File: src/hw/rtl/wals_pkg.sv
// types, constants and helpers shared by the anti-aliased line stepper
package wals_pkg;

    localparam int COORD_W    = 6;
    localparam int COORD_MAX  = 63;
    localparam int FRAC_BITS  = 16;
    localparam int WEIGHT_W   = 8;
    localparam int PART_W     = COORD_W + 1;
    localparam int SLOPE_W    = FRAC_BITS + 2;
    localparam int POS_W      = FRAC_BITS + COORD_W + 2;
    localparam int DIV_STEPS  = COORD_W + FRAC_BITS;
    localparam int DIV_CNT_W  = $clog2(DIV_STEPS + 1);
    localparam int QUEUE_DEPTH = 4;
    localparam int QPTR_W     = $clog2(QUEUE_DEPTH);
    localparam int QCNT_W     = $clog2(QUEUE_DEPTH + 1);

    localparam logic [COORD_W-1:0]  COORD_LIMIT  = COORD_W'(COORD_MAX);
    localparam logic [WEIGHT_W-1:0] WEIGHT_FULL  = WEIGHT_W'(255);

    typedef struct packed {
        logic [COORD_W-1:0] start_x;
        logic [COORD_W-1:0] start_y;
        logic [COORD_W-1:0] end_x;
        logic [COORD_W-1:0] end_y;
    } in_item_t;

    typedef struct packed {
        logic [COORD_W-1:0]  main_x;
        logic [COORD_W-1:0]  main_y;
        logic [WEIGHT_W-1:0] main_weight;
        logic                has_partner;
        logic [PART_W-1:0]   partner_x;
        logic [PART_W-1:0]   partner_y;
        logic [WEIGHT_W-1:0] partner_weight;
        logic                last;
    } out_item_t;

    typedef struct packed {
        logic                      sloped;
        logic                      xmajor;
        logic [COORD_W-1:0]        maj_start;
        logic [COORD_W-1:0]        maj_end;
        logic [COORD_W-1:0]        min_start;
        logic [COORD_W-1:0]        min_end;
        logic signed [SLOPE_W-1:0] slope;
    } line_cmd_t;

    typedef enum logic [1:0] {
        F_IDLE,
        F_DIV,
        F_PUSH
    } front_state_t;

    typedef enum logic {
        B_IDLE,
        B_RUN
    } back_state_t;

    function automatic logic [COORD_W-1:0] sat_coord(input logic [COORD_W-1:0] v);
        return (v > COORD_LIMIT) ? COORD_LIMIT : v;
    endfunction

endpackage

File: src/hw/rtl/wals_queue.sv
// small command queue between the line setup and the pixel stepper
module wals_queue (
    input  logic                 aclk,
    input  logic                 aresetn,
    input  logic                 push_valid,
    output logic                 push_ready,
    input  wals_pkg::line_cmd_t  push_data,
    output logic                 pop_valid,
    input  logic                 pop_ready,
    output wals_pkg::line_cmd_t  pop_data
);

    wals_pkg::line_cmd_t                   entry_reg [wals_pkg::QUEUE_DEPTH];
    logic [wals_pkg::QPTR_W-1:0]           wr_ptr_reg;
    logic [wals_pkg::QPTR_W-1:0]           rd_ptr_reg;
    logic [wals_pkg::QCNT_W-1:0]           count_reg;
    logic                                  do_push;
    logic                                  do_pop;

    assign push_ready = (count_reg != wals_pkg::QCNT_W'(wals_pkg::QUEUE_DEPTH));
    assign pop_valid  = (count_reg != '0);
    assign pop_data   = entry_reg[rd_ptr_reg];
    assign do_push    = push_valid && push_ready;
    assign do_pop     = pop_valid && pop_ready;

    always_ff @(posedge aclk) begin
        if (do_push) begin
            entry_reg[wr_ptr_reg] <= push_data;
        end
    end

    always_ff @(posedge aclk) begin
        if (!aresetn) begin
            wr_ptr_reg <= '0;
            rd_ptr_reg <= '0;
            count_reg  <= '0;
        end else begin
            if (do_push) begin
                wr_ptr_reg <= wr_ptr_reg + 1'b1;
            end
            if (do_pop) begin
                rd_ptr_reg <= rd_ptr_reg + 1'b1;
            end
            if (do_push && !do_pop) begin
                count_reg <= count_reg + 1'b1;
            end else if (do_pop && !do_push) begin
                count_reg <= count_reg - 1'b1;
            end
        end
    end

endmodule

File: src/hw/rtl/wals_front.sv
// line setup: accepts a line, orders its endpoints and forms the slope by long division
module wals_front (
    input  logic                 aclk,
    input  logic                 aresetn,
    input  logic                 s_valid,
    output logic                 s_ready,
    input  wals_pkg::in_item_t   s_data,
    output logic                 push_valid,
    input  logic                 push_ready,
    output wals_pkg::line_cmd_t  push_data
);

    localparam int DW = wals_pkg::COORD_W;

    wals_pkg::front_state_t             state_reg;
    wals_pkg::front_state_t             state_next;
    wals_pkg::line_cmd_t                cmd_reg;
    wals_pkg::line_cmd_t                cmd_next;
    logic [DW-1:0]                      dmaj_reg;
    logic                               neg_reg;
    logic [DW-1:0]                      rem_reg;
    logic [wals_pkg::DIV_STEPS-1:0]     div_reg;
    logic [wals_pkg::DIV_CNT_W-1:0]     cnt_reg;

    logic [DW-1:0] x0, y0, x1, y1;
    logic [DW-1:0] adx, ady, a0, a1, m0, m1;
    logic          xmajor, swap, neg;
    logic [DW-1:0] absmin;
    logic          accept;
    logic          div_last;
    logic [DW:0]   trial;
    logic          take;
    logic [DW-1:0] rem_step;
    logic [wals_pkg::DIV_STEPS-1:0] div_step;
    logic [wals_pkg::SLOPE_W-1:0]   quo;
    logic signed [wals_pkg::SLOPE_W-1:0] slope_val;

    assign accept   = s_valid && s_ready;
    assign div_last = (cnt_reg == wals_pkg::DIV_CNT_W'(wals_pkg::DIV_STEPS - 1));

    // setup classification
    always_comb begin
        x0     = wals_pkg::sat_coord(s_data.start_x);
        y0     = wals_pkg::sat_coord(s_data.start_y);
        x1     = wals_pkg::sat_coord(s_data.end_x);
        y1     = wals_pkg::sat_coord(s_data.end_y);
        adx    = (x1 > x0) ? x1 - x0 : x0 - x1;
        ady    = (y1 > y0) ? y1 - y0 : y0 - y1;
        xmajor = (ady < adx);
        swap   = xmajor ? (x1 < x0) : (y1 < y0);
        a0     = xmajor ? (swap ? x1 : x0) : (swap ? y1 : y0);
        a1     = xmajor ? (swap ? x0 : x1) : (swap ? y0 : y1);
        m0     = xmajor ? (swap ? y1 : y0) : (swap ? x1 : x0);
        m1     = xmajor ? (swap ? y0 : y1) : (swap ? x0 : x1);
        neg    = (m1 < m0);
        absmin = neg ? m0 - m1 : m1 - m0;

        cmd_next.slope = '0;
        if (x0 == x1) begin
            cmd_next.sloped    = 1'b0;
            cmd_next.xmajor    = 1'b0;
            cmd_next.maj_start = (y1 < y0) ? y1 : y0;
            cmd_next.maj_end   = (y1 < y0) ? y0 : y1;
            cmd_next.min_start = x0;
            cmd_next.min_end   = x0;
        end else if (y0 == y1) begin
            cmd_next.sloped    = 1'b0;
            cmd_next.xmajor    = 1'b1;
            cmd_next.maj_start = (x1 < x0) ? x1 : x0;
            cmd_next.maj_end   = (x1 < x0) ? x0 : x1;
            cmd_next.min_start = y0;
            cmd_next.min_end   = y0;
        end else begin
            cmd_next.sloped    = 1'b1;
            cmd_next.xmajor    = xmajor;
            cmd_next.maj_start = a0;
            cmd_next.maj_end   = a1;
            cmd_next.min_start = m0;
            cmd_next.min_end   = m1;
        end
    end

    // one quotient bit per cycle
    always_comb begin
        trial     = {rem_reg, div_reg[wals_pkg::DIV_STEPS-1]};
        take      = (trial >= {1'b0, dmaj_reg});
        rem_step  = take ? DW'(trial - {1'b0, dmaj_reg}) : trial[DW-1:0];
        div_step  = {div_reg[wals_pkg::DIV_STEPS-2:0], take};
        quo       = div_step[wals_pkg::SLOPE_W-1:0];
        slope_val = neg_reg ? -$signed(quo) : $signed(quo);
    end

    always_comb begin
        state_next = state_reg;
        unique case (state_reg)
            wals_pkg::F_IDLE: begin
                if (accept) begin
                    state_next = cmd_next.sloped ? wals_pkg::F_DIV : wals_pkg::F_PUSH;
                end
            end
            wals_pkg::F_DIV: begin
                if (div_last) begin
                    state_next = wals_pkg::F_PUSH;
                end
            end
            wals_pkg::F_PUSH: begin
                if (push_ready) begin
                    state_next = wals_pkg::F_IDLE;
                end
            end
            default: state_next = wals_pkg::F_IDLE;
        endcase
    end

    always_comb begin
        s_ready    = (state_reg == wals_pkg::F_IDLE);
        push_valid = (state_reg == wals_pkg::F_PUSH);
        push_data  = cmd_reg;
    end

    always_ff @(posedge aclk) begin
        if (!aresetn) begin
            state_reg <= wals_pkg::F_IDLE;
        end else begin
            state_reg <= state_next;
        end
    end

    always_ff @(posedge aclk) begin
        if (accept) begin
            cmd_reg  <= cmd_next;
            dmaj_reg <= a1 - a0;
            neg_reg  <= neg;
            rem_reg  <= '0;
            div_reg  <= {absmin, {wals_pkg::FRAC_BITS{1'b0}}};
            cnt_reg  <= '0;
        end else if (state_reg == wals_pkg::F_DIV) begin
            rem_reg <= rem_step;
            div_reg <= div_step;
            cnt_reg <= cnt_reg + 1'b1;
            if (div_last) begin
                cmd_reg.slope <= slope_val;
            end
        end
    end

endmodule

File: src/hw/rtl/wals_back.sv
// pixel stepper: walks the major axis and emits full-weight single-pixel beats and pixel-pair beats
module wals_back (
    input  logic                 aclk,
    input  logic                 aresetn,
    input  logic                 pop_valid,
    output logic                 pop_ready,
    input  wals_pkg::line_cmd_t  pop_data,
    output logic                 m_valid,
    input  logic                 m_ready,
    output wals_pkg::out_item_t  m_data
);

    localparam int FB = wals_pkg::FRAC_BITS;
    localparam int CW = wals_pkg::COORD_W;
    localparam int WW = wals_pkg::WEIGHT_W;
    localparam int PW = wals_pkg::POS_W;

    wals_pkg::back_state_t          state_reg;
    wals_pkg::back_state_t          state_next;
    wals_pkg::line_cmd_t            cmd_reg;
    logic [CW-1:0]                  i_reg;
    logic signed [PW-1:0]           pos_reg;
    logic                           out_valid_reg;
    wals_pkg::out_item_t            out_reg;

    logic                           slot_free;
    logic                           emit;
    logic                           is_start;
    logic                           is_end;
    logic                           interior;
    logic [FB-1:0]                  frac;
    logic [FB:0]                    one_minus_f;
    logic [FB+WW:0]                 wm_full;
    logic [FB+WW:0]                 wp_full;
    logic [CW-1:0]                  fl_main;
    logic [wals_pkg::PART_W-1:0]    fl_part;
    logic [CW-1:0]                  minor;
    logic signed [PW-1:0]           slope_ext;
    logic signed [PW-1:0]           pos_load;
    wals_pkg::out_item_t            beat;

    assign slot_free = !out_valid_reg || m_ready;
    assign emit      = (state_reg == wals_pkg::B_RUN) && slot_free;
    assign is_start  = (i_reg == cmd_reg.maj_start);
    assign is_end    = (i_reg == cmd_reg.maj_end);
    assign interior  = cmd_reg.sloped && !is_start && !is_end;

    assign slope_ext = PW'(pop_data.slope);
    assign pos_load  = $signed({2'b00, pop_data.min_start, {FB{1'b0}}}) + slope_ext;

    // weights and neighbor from the fixed-point minor position
    always_comb begin
        frac        = pos_reg[FB-1:0];
        one_minus_f = {1'b1, {FB{1'b0}}} - {1'b0, frac};
        wm_full     = {one_minus_f, {WW{1'b0}}} - {{WW{1'b0}}, one_minus_f};
        wp_full     = {1'b0, frac, {WW{1'b0}}} - {{(WW+1){1'b0}}, frac};
        fl_main     = pos_reg[FB+CW-1:FB];
        fl_part     = pos_reg[FB+CW:FB] + 1'b1;

        if (!cmd_reg.sloped || is_start) begin
            minor = cmd_reg.min_start;
        end else if (is_end) begin
            minor = cmd_reg.min_end;
        end else begin
            minor = fl_main;
        end

        beat.main_x         = cmd_reg.xmajor ? i_reg : minor;
        beat.main_y         = cmd_reg.xmajor ? minor : i_reg;
        beat.main_weight    = interior ? wm_full[FB+WW-1:FB] : wals_pkg::WEIGHT_FULL;
        beat.has_partner    = interior;
        beat.partner_x      = '0;
        beat.partner_y      = '0;
        beat.partner_weight = '0;
        if (interior) begin
            beat.partner_x      = cmd_reg.xmajor ? {1'b0, i_reg} : fl_part;
            beat.partner_y      = cmd_reg.xmajor ? fl_part : {1'b0, i_reg};
            beat.partner_weight = wp_full[FB+WW-1:FB];
        end
        beat.last = is_end;
    end

    always_comb begin
        state_next = state_reg;
        unique case (state_reg)
            wals_pkg::B_IDLE: begin
                if (pop_valid) begin
                    state_next = wals_pkg::B_RUN;
                end
            end
            wals_pkg::B_RUN: begin
                if (emit && is_end) begin
                    state_next = wals_pkg::B_IDLE;
                end
            end
            default: state_next = wals_pkg::B_IDLE;
        endcase
    end

    always_comb begin
        pop_ready = (state_reg == wals_pkg::B_IDLE);
        m_valid   = out_valid_reg;
        m_data    = out_reg;
    end

    always_ff @(posedge aclk) begin
        if (!aresetn) begin
            state_reg     <= wals_pkg::B_IDLE;
            out_valid_reg <= 1'b0;
        end else begin
            state_reg <= state_next;
            if (emit) begin
                out_valid_reg <= 1'b1;
            end else if (m_ready) begin
                out_valid_reg <= 1'b0;
            end
        end
    end

    always_ff @(posedge aclk) begin
        if (pop_valid && pop_ready) begin
            cmd_reg <= pop_data;
            i_reg   <= pop_data.maj_start;
            pos_reg <= pos_load;
        end else if (emit) begin
            i_reg <= i_reg + 1'b1;
            if (interior) begin
                pos_reg <= pos_reg + PW'(cmd_reg.slope);
            end
        end
        if (emit) begin
            out_reg <= beat;
        end
    end

endmodule

File: src/hw/rtl/wu_antialiased_line_stepper_unit.sv
// anti-aliased line stepper top level: line setup, command queue and pixel stepper
// setup of a sloped line also runs the long divider, an axis-parallel line skips it
// the stepper emits one beat per cycle while the output is not stalled
// the setup can take a new line while the stepper works, with up to 4 lines queued between the parts
// reset clears the handshake and queue state only, no clearing pass
module wu_antialiased_line_stepper_unit (
    input  logic                 aclk,
    input  logic                 aresetn,
    input  logic                 s_valid,
    output logic                 s_ready,
    input  wals_pkg::in_item_t   s_data,
    output logic                 m_valid,
    input  logic                 m_ready,
    output wals_pkg::out_item_t  m_data
);

    logic                 push_valid;
    logic                 push_ready;
    wals_pkg::line_cmd_t  push_data;
    logic                 pop_valid;
    logic                 pop_ready;
    wals_pkg::line_cmd_t  pop_data;

    wals_front u_front (
        .aclk       (aclk),
        .aresetn    (aresetn),
        .s_valid    (s_valid),
        .s_ready    (s_ready),
        .s_data     (s_data),
        .push_valid (push_valid),
        .push_ready (push_ready),
        .push_data  (push_data)
    );

    wals_queue u_queue (
        .aclk       (aclk),
        .aresetn    (aresetn),
        .push_valid (push_valid),
        .push_ready (push_ready),
        .push_data  (push_data),
        .pop_valid  (pop_valid),
        .pop_ready  (pop_ready),
        .pop_data   (pop_data)
    );

    wals_back u_back (
        .aclk      (aclk),
        .aresetn   (aresetn),
        .pop_valid (pop_valid),
        .pop_ready (pop_ready),
        .pop_data  (pop_data),
        .m_valid   (m_valid),
        .m_ready   (m_ready),
        .m_data    (m_data)
    );

endmodule
File: config.mk
export PLATFORM = sky130hd
export DESIGN_NAME = wu_antialiased_line_stepper_unit
export DESIGN_NICKNAME = d
export VERILOG_FILES = /design/src/hw/rtl/wals_pkg.sv /design/src/hw/rtl/wals_queue.sv /design/src/hw/rtl/wals_front.sv /design/src/hw/rtl/wals_back.sv /design/src/hw/rtl/wu_antialiased_line_stepper_unit.sv
export SDC_FILE = /design/constraint.sdc
export NUM_CORES = 1
export LEC_CHECK = 0
export ABC_CLOCK_PERIOD_IN_PS = 6400
export BUFFER_PORTS_ARGS = -buffer_cell sky130_fd_sc_hd__buf_2
export CORE_AREA = 10 10 229 231
export DETAILED_ROUTE_END_ITERATION = 10
export DIE_AREA = 0 0 239 241
export PLACE_DENSITY_LB_ADDON = 0.12
export SYNTH_ARGS = -nofsm -noshare
export SYNTH_HDL_FRONTEND = slang
export SYNTH_HIERARCHICAL = 1
export SYNTH_SLANG_ARGS = --single-unit
File: constraint.sdc
create_clock -name aclk -period 6.4 [get_ports aclk]
set_input_delay 0 -clock aclk [delete_from_list [all_inputs] [get_ports aclk]]
set_output_delay 0 -clock aclk [all_outputs]
set_load 0.02 [all_outputs]
== Word-level counts from Yosys, hierarchy flattened ==
Memories as Yosys holds them, arrays and structs flattened. A register that Yosys moved wholly into a read port is not among the register bits.
Index checks and enable logic that the tools add are counted.
Widths: inputs -> output; s select.

* Bits in registers: 213
* Memory bits (writable): 176
* Word-level logic and storage cells: 166
* Memories: 1

{| class="wikitable"
|+ Memories
! name !! depth !! width !! rd ports !! clocked after memory_dff !! wr ports !! RTL line !! text
|-
| u_queue.entry_reg || 4 || 44 || 1 || 1 || 1 || wals_queue.sv:13 || <nowiki>wals_pkg::line_cmd_t entry_reg [wals_pkg::QUEUE_DEPTH];</nowiki>
|}

* $add $sub $neg: 21
* Magnitude comparators: 11
* Eq/ne operators: 11
* Muxes and demuxes: 53
* Bitwise operators: 2
* Reduce and logical (&&, ||, !) cells: 29

{| class="wikitable"
|+ Operator list
! operator !! count
|-
| $mux 6 || 28
|-
| $mux 24 || 3
|-
| $mux 26 || 2
|-
| $sub 6x6->6 || 8
|-
| $mux 22 || 2
|-
| $add 23x18->24 || 1
|-
| $add 24x18->24 || 1
|-
| $eq 6x6->1 || 4
|-
| $gt 6x6->1 const B || 4
|-
| $lt 6x6->1 || 4
|-
| $sub 24x16->24 || 1
|-
| $sub 24x17->24 || 1
|-
| $mux 18 || 1
|-
| $neg 18->18 || 1
|-
| $sub 17x16->17 const A || 1
|-
| $gt 6x6->1 || 2
|-
| $mux 2 || 6
|-
| $reduce_bool 2->1 || 5
|-
| $logic_and 1x1->1 || 9
|-
| $add 7x1->7 const B || 1
|-
| $ge 7x6->1 || 1
|-
| $mux 1 || 7
|-
| $add 6x1->6 const B || 1
|-
| $logic_not 1->1 || 6
|-
| other kinds (20) || 27
|}

== Logic depth before layout (Yosys ltp) ==
Gate-level depths: netlist of the first run.

* Word-level depth: 13
* Depth in mapped cells: 31
* Mapped depth without buffers: 28

== Hierarchy ==
Netlist of the first run, hierarchy kept.

{| class="wikitable"
|+ Modules (own cells, without submodules)
! module !! times used !! cells an instance !! area each (µm²) !! sequential area each (µm²)
|-
| wals_back || 1 || 683 || 7402.1 || 3553.4
|-
| wals_front || 1 || 807 || 6954.2 || 2112.0
|-
| wals_queue || 1 || 278 || 6902.9 || 5465.2
|}

== Worst setup path after synthesis of the first run ==
Ideal clock, no wire load.

* Path type: input port to flip-flop
* Start point: in s_data[7] (netlist bit)
* End point: reg u_front/div_reg[21] (netlist bit) (data pin)
* Setup time: 266 ps
* Data arrival time: 6217 ps
* Setup slack: -82 ps
* Cell stages on the path: 30
* Path buffers: 3
* Cells stage by stage: and2b_2 -> or2_2 -> inv_1 -> ha_1 -> o211ai_4 -> a311oi_4 -> nor3_4 -> buf_2 -> nor2_1 -> a211oi_1 -> a31oi_1 -> xor2_1 -> ha_1 -> a21o_1 -> a21o_1 -> a41oi_2 -> clkbuf_8 -> nor2_1 -> a21oi_4 -> buf_4 -> mux2i_1 -> mux2_2 -> ha_1 -> inv_1 -> a2111oi_1 -> a211oi_1 -> o31ai_4 -> o211ai_1 -> o211ai_2 -> or3b_1

* Word-level cells in the longest chain between the ends: 11

{| class="wikitable"
|+ RTL lines
! item !! RTL line !! text
|-
| from (decl) || wu_antialiased_line_stepper_unit.sv:11 || <nowiki>input wals_pkg::in_item_t s_data,</nowiki>
|-
| $gt 6x6->1 || wals_pkg.sv:60 || <nowiki>return (v > COORD_LIMIT) ? COORD_LIMIT : v;</nowiki>
|-
| $mux 6 (*) || wals_pkg.sv:60 ||
|-
| $sub 6x6->6 / $gt 6x6->1 (equally long branches) || wals_front.sv:47 || <nowiki>adx = (x1 > x0) ? x1 - x0 : x0 - x1;</nowiki>
|-
| $mux 6 || wals_front.sv:47 ||
|-
| $lt 6x6->1 || wals_front.sv:49 || <nowiki>xmajor = (ady < adx);</nowiki>
|-
| $mux 1 || wals_front.sv:50 || <nowiki>swap = xmajor ? (x1 < x0) : (y1 < y0);</nowiki>
|-
| $mux 6, on equally long branches (2 in a row) || wals_front.sv:54, wals_front.sv:53 ||
|-
| $sub 6x6->6 / $lt 6x6->1 (equally long branches) || wals_front.sv:56, wals_front.sv:55 ||
|-
| $mux 6 (*) || wals_front.sv:56 || <nowiki>absmin = neg ? m0 - m1 : m1 - m0;</nowiki>
|-
| $mux 22 (*) || wals_front.sv:130 || <nowiki>if (accept) begin</nowiki>
|-
| to (signal assigned) || wals_front.sv:135 || <nowiki>div_reg <= {absmin, {wals_pkg::FRAC_BITS{1'b0}}};</nowiki>
|-
| to (signal assigned) || wals_front.sv:139 || <nowiki>div_reg <= div_step;</nowiki>
|-
| to (decl) || wals_front.sv:22 || <nowiki>logic [wals_pkg::DIV_STEPS-1:0] div_reg;</nowiki>
|}

Every way passes the cells marked *; elsewhere a longest branch is shown, timed or not.
A chain may end at the register's enable or synchronous reset.

== Final worst setup path of the first run ==
* Start point: in s_data[18] (netlist bit)
* End point: reg u_front/div_reg[21] (netlist bit) (data pin)

The elaborated chain is that of the path after synthesis.

==> flow_summary.ini, run 1 <==
[synthesis]
yosysWarnings = 6
synth_top_family_by_area = compound AO/OA/AOI/OAI gates
synth_seq_area_share_pct = 52.36
synth_top_area_share_pct = 46.90
yosys.area_share.xor_xnor_pct = 4.850
synth_common_cells = edfxtp_1 (332), nand2_1 (138), a21oi_1 (102), nor2_1 (102), o21ai_0 (93)
synth_edf_count = 332
synth_top_area_cell = edfxtp_1
syn_avg_cell_area_sq_um = 12.02
synth_seq_cells = 390
synthesis.nets = 1891
postSynthCellCount = 1768
synth_ff_type = edfxtp_1
synth-compound-area-share_pct = 12.93
ys_types = 112
async_flop_share_pct = 0
yosysMostFrequentCell = edfxtp_1
synth_fa_ha_area_share_pct = 5.956
yosys.area_share.simple_pct = 10.37
muxShareOfSynthArea_pct = 9.487
synth_area_leaders = edfxtp_1 (47%), dfxtp_1 (5.5%), ha_1 (5.3%)
syn_area_sq_um = 21260

[timing]
tightest_slew_ns = 1.110
fmax_mhz = 166.5
slew_violations = 0
finalSetupTns_ns = 0
setup_violations = 0
relSlewSlack_pct = 25.98
fin_crit_sh_pct = 93.85
rsz0062_at_grt = false
min_period_ns = 6.007
skew_ns = 0.01561
whs_ns = 0.04034
hold_viol_final = 0

[setup_path]
arrival_ns = 6.31
cp-end-kind = flip-flop
worstRegToRegCells = 15
crit_fanout = 11
r2r-start = u_back/pos_reg[1]$_DFFE_PP_
cp-start-kind = input port
r2r_end = u_back/m_data[31]$_SDFFCE_PN1P_
critPathKind = input port to flip-flop
r2r_setup_slack_ns = 2.09
required_ns = 6.70

[detailed_routing]
num_vias = 13810
wl_per_cell_microns = 20.05
viasPerCell = 5.597
drc_errors = 0
ant_nets = 0
drt_iter0_markers = 932
wirelength_microns = 49460
firstDrtPassIters = 5

[final_layout]
drive_gt1_share_pct = 16.14
largest_register_ffs = 176
finalNonFillerCells = 2467
nets = 1944
nFillCells = 4213
final_area_sq_um = 23630
diodes = 0
synthToLayoutAreaGrowth_pct = 11.17

[clocking]
cts_buffers = 42
path_clk_slew_ns = 0.06
root_buffer = clkbuf_16
tritoncts = built
cts_num_sinks = 390
post_cts_buffers = 0
cts.repair.resized = 0
hold_buffers = 9
ctsLongestPathBuffers = 3
clk_latency_ns = 0.56
cts_max_level = 2

[power]
intPower_mw = 7.774
clockPowerShare_pct = 19.6
pwr-share-comb_pct = 46.4
power_mw = 12.82
p_leak_nw = 8.641
power_density_nw_per_um2 = 542.5
switching_share_pct = 39.37
vdd_drop_max_mv = 0.3161
p_switching_mw = 5.047
seqPwrFrac_pct = 34.0

[grt]
grt_pass1_wl_microns = 78200
grt_pass1_vias = 13580
antenna_found_initial = 0
grt_use_total_pct = 17.17
overflow = 0
grt_max_degree = 69

[place]
io_buffers = 73
gp_congestion = 0.9355
post_dp_cell_area_sq_um = 22110
dp.cells = 2383
place_hpwl_microns = 34970

[floorplan]
fp.dieW_microns = 239
die_area_sq_um = 57600
initial_core_util_pct = 44.71
die_h_microns = 241
ios = 74
core-area_sq_um = 47550
placementRows = 80

[min_path]
hp-start = s_data[19]
min_path_type = input port to flip-flop
whs_endpoint = u_front/push_data[19]$_DFFE_PP_
min_path_cells = 3

[run_status]
outcome = complete, no violations

[run]
maxCapViolCount = 0
-- placed cells by master, fill, tap and decap left out, types with 12 or more instances in the layout --
cell type  Yosys  routed
mux2_2        24      24
o31ai_1       15      15
edfxtp_1     332     332
mux2i_1       74      74
nor2b_1       22      22
a21oi_1      102     102
and3_1        12      12
buf_4          6      32
nand3_1       26      26
nor3_1        26      25
nor4_1        12      12
nand4_1       14      14
buf_2         13      73
xnor2_1       60      60
ha_1          90      90
or3_1         14      14
mux4_2        40      40
o211ai_1      17      17
and2_1        18      14
inv_1         80      80
a21o_1        19      19
o21bai_1      13      13
xor2_1        49      49
o21ai_1       13      13
nand2_1      138     138
o21ai_0       93      92
a211oi_1      29      29
nor2_1       102     100
dfxtp_1       58      56
clkbuf_16      0      43
-- worst max path at each step --
stage | start | endpoint | cells past startpoint
2_1_floorplan | s_data[7] | u_front/div_reg[21]$_DFFE_PP_ | 30
3_3_place_gp | s_data[7] | u_front/div_reg[21]$_DFFE_PP_ | 28
3_5_place_dp | s_data[7] | u_front/div_reg[21]$_DFFE_PP_ | 29
4_1_cts | s_data[18] | u_front/div_reg[21]$_DFFE_PP_ | 28
5_1_grt | s_data[18] | u_front/div_reg[21]$_DFFE_PP_ | 28
6_report | s_data[18] | u_front/div_reg[21]$_DFFE_PP_ | 28
-- kinds of logic after synthesis --
family,count (synthesis)
compound gates,398
xor+xnor,113
fa+ha+maj,99
buf+inv,188
flops,390
mux,142
simple gates,438
-- final cells by class --
class / instances / area (sq um) / share of cell area (%)
Sequential cell: 390 / 11130 / 47.11
Multi-Input combinational cell: 1190 / 9286 / 39.29
Clock buffer: 49 / 1119 / 4.733
Tap cell: 615 / 769.5 / 3.256
Timing Repair Buffer: 114 / 695.7 / 2.944
Clock inverter: 26 / 319.1 / 1.350
Inverter: 83 / 311.5 / 1.318
-- through the flow --
stage	utilization [%]	setup WS, ns
final	49.71	0.3935
after global routing	49.71	0.002443
after CTS	49.71	0.4549
after detailed placement	46.49	0.03925
after global placement	46.49	0.1619
after floorplan	-	0.03374
-- critical path, stage by stage --
cell           delay (ns)
dlygate4sd3_1        0.51
buf_2                0.21
ha_1                 0.21
inv_1                0.05
ha_1                 0.24
o211ai_4             0.32
a311oi_4             0.17
nor3_4               0.18
nor2_2               0.08
a211oi_1             0.22
a31oi_1              0.08
xor2_1               0.17
ha_1                 0.32
a21o_1               0.19
a21o_1               0.19
a41oi_2              0.21
nor2_1               0.10
a21oi_4              0.42
mux2i_1              0.17
mux2_2               0.30
ha_1                 0.28
inv_1                0.07
a2111oi_1            0.43
a211oi_1             0.17
o31ai_4              0.33
o211ai_1             0.20
o211ai_2             0.10
or3b_1               0.36
-- power groups by stage --
stage               logic, mW  registers (mW)  clock network, mW
CTS                      5.98            4.38               2.59
global placement         5.88            4.41                  0
global route             6.61            4.46               2.70
finish                   5.95            4.36               2.52
detailed placement       5.93            4.42                  0
floorplan                4.68            4.21                  0
-- metal layers --
metal  global-route usage (%)  part of all wire [%]  wire length, microns
met2                    27.37                    46                 22610
met3                    3.228                   5.3                  2623
met5                        0                     0                     0
met4                    5.692                   2.8                  1405
met1                    23.23                    46                 22830
(Power assumes the default switching activity.)
==> inputs of run 2 (changes only) <==
GPL_TIMING_DRIVEN = 0   (was default)
==> run 2 against run 1 <==
  * Cell area rose by 2.9%
  * Flip-flop and latch count unchanged
  * First-iteration DRC count grew 1.6%
  * Count of clock-buffer cells in the layout up 3
  * Die area unchanged
  * Clock power down 4%
  * Maximum frequency down 2.5%
  * Worst setup slack got worse by 0.16 ns
  * Power grew 2.0%
  * Final cell count up 4.4%
  * Sequential share of layout area decreased by 1.4 points
  * Core utilization is 1.5 points higher
==> flow_summary.ini, run 2 (same netlist as run 1, synthesis figures left out) <==
[final_layout]
nets = 2048
finalNonFillerCells = 2575
nFillCells = 4145
drive_gt1_share_pct = 16.85
synthToLayoutAreaGrowth_pct = 14.44
mostFrequentLayoutCells = edfxtp_1 (332), nand2_1 (138), a21oi_1 (101), nor2_1 (100), o21ai_0 (92)
fin_util_pct = 51.17
largest_register_ffs = 176
layout_commonest_cell = edfxtp_1

[floorplan]
fp.dieW_microns = 239
die_area_sq_um = 57600
placementRows = 80
core-area_sq_um = 47550
initial_core_util_pct = 44.71
ios = 74
die_h_microns = 241

[setup_path]
critPathTopFamily = compound AO/OA/AOI/OAI gates
critPathMaxStageDelay_ns = 0.35
critPathKind = input port to flip-flop
cp-start-kind = input port
crit_fanout = 10
worstRegToRegCells = 15
crit_buf_inv = 6
cp-end-kind = flip-flop
crit_path_top_delay_cell = a211oi_4
cp_num_cells = 31
arrival_ns = 6.45
required_ns = 6.69

[grt]
grt_pass1_vias = 14310
grt_max_degree = 45
grt_pass1_wl_microns = 80020
grt_use_total_pct = 17.53
antenna_found_initial = 0
overflow = 0

[timing]
relSlewSlack_pct = 36.21
hold_viol_final = 0
whs_ns = 0.04346
fin_crit_sh_pct = 96.28
finalWorstSetupSlack_ns = 0.2382
finalSetupTns_ns = 0
skew_ns = 0.02203
fmax_mhz = 162.3
tightest_slew_ns = 0.9516
setup_violations = 0
slew_violations = 0
min_period_ns = 6.162

[place]
place_hpwl_microns = 36870
dp.cells = 2458
io_buffers = 68
dp_slack_ns = -1.278
gp_congestion = 0.9183

[clocking]
cts_max_level = 2
clk_latency_ns = 0.56
tritoncts = built
cts_buffers = 42
cts_num_sinks = 390
path_clk_slew_ns = 0.06
root_buffer = clkbuf_16
ctsLongestPathBuffers = 3

[min_path]
min_path_cells = 4
min_path_type = input port to flip-flop

[detailed_routing]
wirelength_microns = 50650
drt_iter0_markers = 947
firstDrtPassIters = 5
wl_met1_microns = 23320
wl_met2_microns = 23530
wl_per_cell_microns = 19.67
highest_layer = met4
ant_nets = 0
drc_errors = 0
num_vias = 14350
viasPerCell = 5.572
wl_met3_microns = 2339

[run_status]
outcome = complete, no violations

[power]
vdd_drop_max_mv = 0.3253
p_leak_nw = 8.907
power_density_nw_per_um2 = 537.8

[run]
maxCapViolCount = 0
[run 2: cell types whose count changed in the layout (fill, tap and decap cells not counted), moves of 3 or more]
cell	before	now
buf_1	0	6
buf_12	0	10
buf_2	73	79
bufinv_16	7	4
dlygate4sd3_1	9	15
clkbuf_2	0	6
buf_6	0	3
clkbuf_1	4	70
buf_4	32	29
buf_8	0	4
[run 2: worst min-delay path, delay by kind of cell]
kind	cells	cell delay (ns)
muxes	1	0.09
and+or+nand+nor	1	0.07
AOI/OAI and AO/OA	1	0.14
buffers and inverters	1	0.18
[run 2: power by group]
part / internal (mW) / switching, mW / total (mW)
combinational: 2.74 / 3.82 / 6.56
sequential: 3.75 / 0.366 / 4.12
clock: 1.43 / 0.981 / 2.41
[run 2: metrics by stage]
| stage | total power [mW] | area [sq um] |
|---|---|---|
| global route | 14.05 | 24320 |
| floorplan | 8.883 | 21260 |
| CTS | 13.06 | 24120 |
| global placement | 10.43 | 22370 |
| detailed placement | 10.54 | 22520 |
| finish | 13.08 | 24330 |
[run 2: layer usage]
layer,vias to the layer above,track usage (%)
met5,-,0
met2,328,28.22
met1,6973,23.59
li1,6951,-
met4,0,6.135
met3,96,2.943
[run 2: final cells by class]
class | instances | area, sq um | area share (%)
antenna | 2 | 5.005 | 0.02057
inverter | 83 | 311.5 | 1.281
timing repair buffer | 114 | 808.3 | 3.322
buffer | 104 | 570.5 | 2.345
tap | 615 | 769.5 | 3.163
multi-input combinational | 1190 | 9356 | 38.46
clock buffer | 52 | 1130 | 4.644
clock inverter | 25 | 247.7 | 1.018
sequential | 390 | 11130 | 45.75
[run 2: worst paths after layout]
| path | from | endpoint | slack [ns] |
|---|---|---|---|
| worst min register to register | u_front/rem_reg[5]$_SDFFE_PP0P_ | u_front/rem_reg[5]$_SDFFE_PP0P_ | 0.47 |
| worst min-delay path | s_data[7] | u_front/push_data[37]$_DFFE_PP_ | 0.04 |
| worst max register to register | u_back/pos_reg[1]$_DFFE_PP_ | u_back/m_data[31]$_SDFFCE_PN1P_ | 2.12 |
| worst max-delay path | s_data[7] | u_front/div_reg[21]$_DFFE_PP_ | 0.24 |
[run 2: repair_timing]
item / CTS / global route
setup buffers: 5 / 19
hold buffers: 15 / 0
endpoints found under the setup margin: 7 / 6
hold endpoints to repair: 19 / 0
gates resized for setup: 8 / 18
gates cloned: 0 / 0
pin swaps: 5 / 11
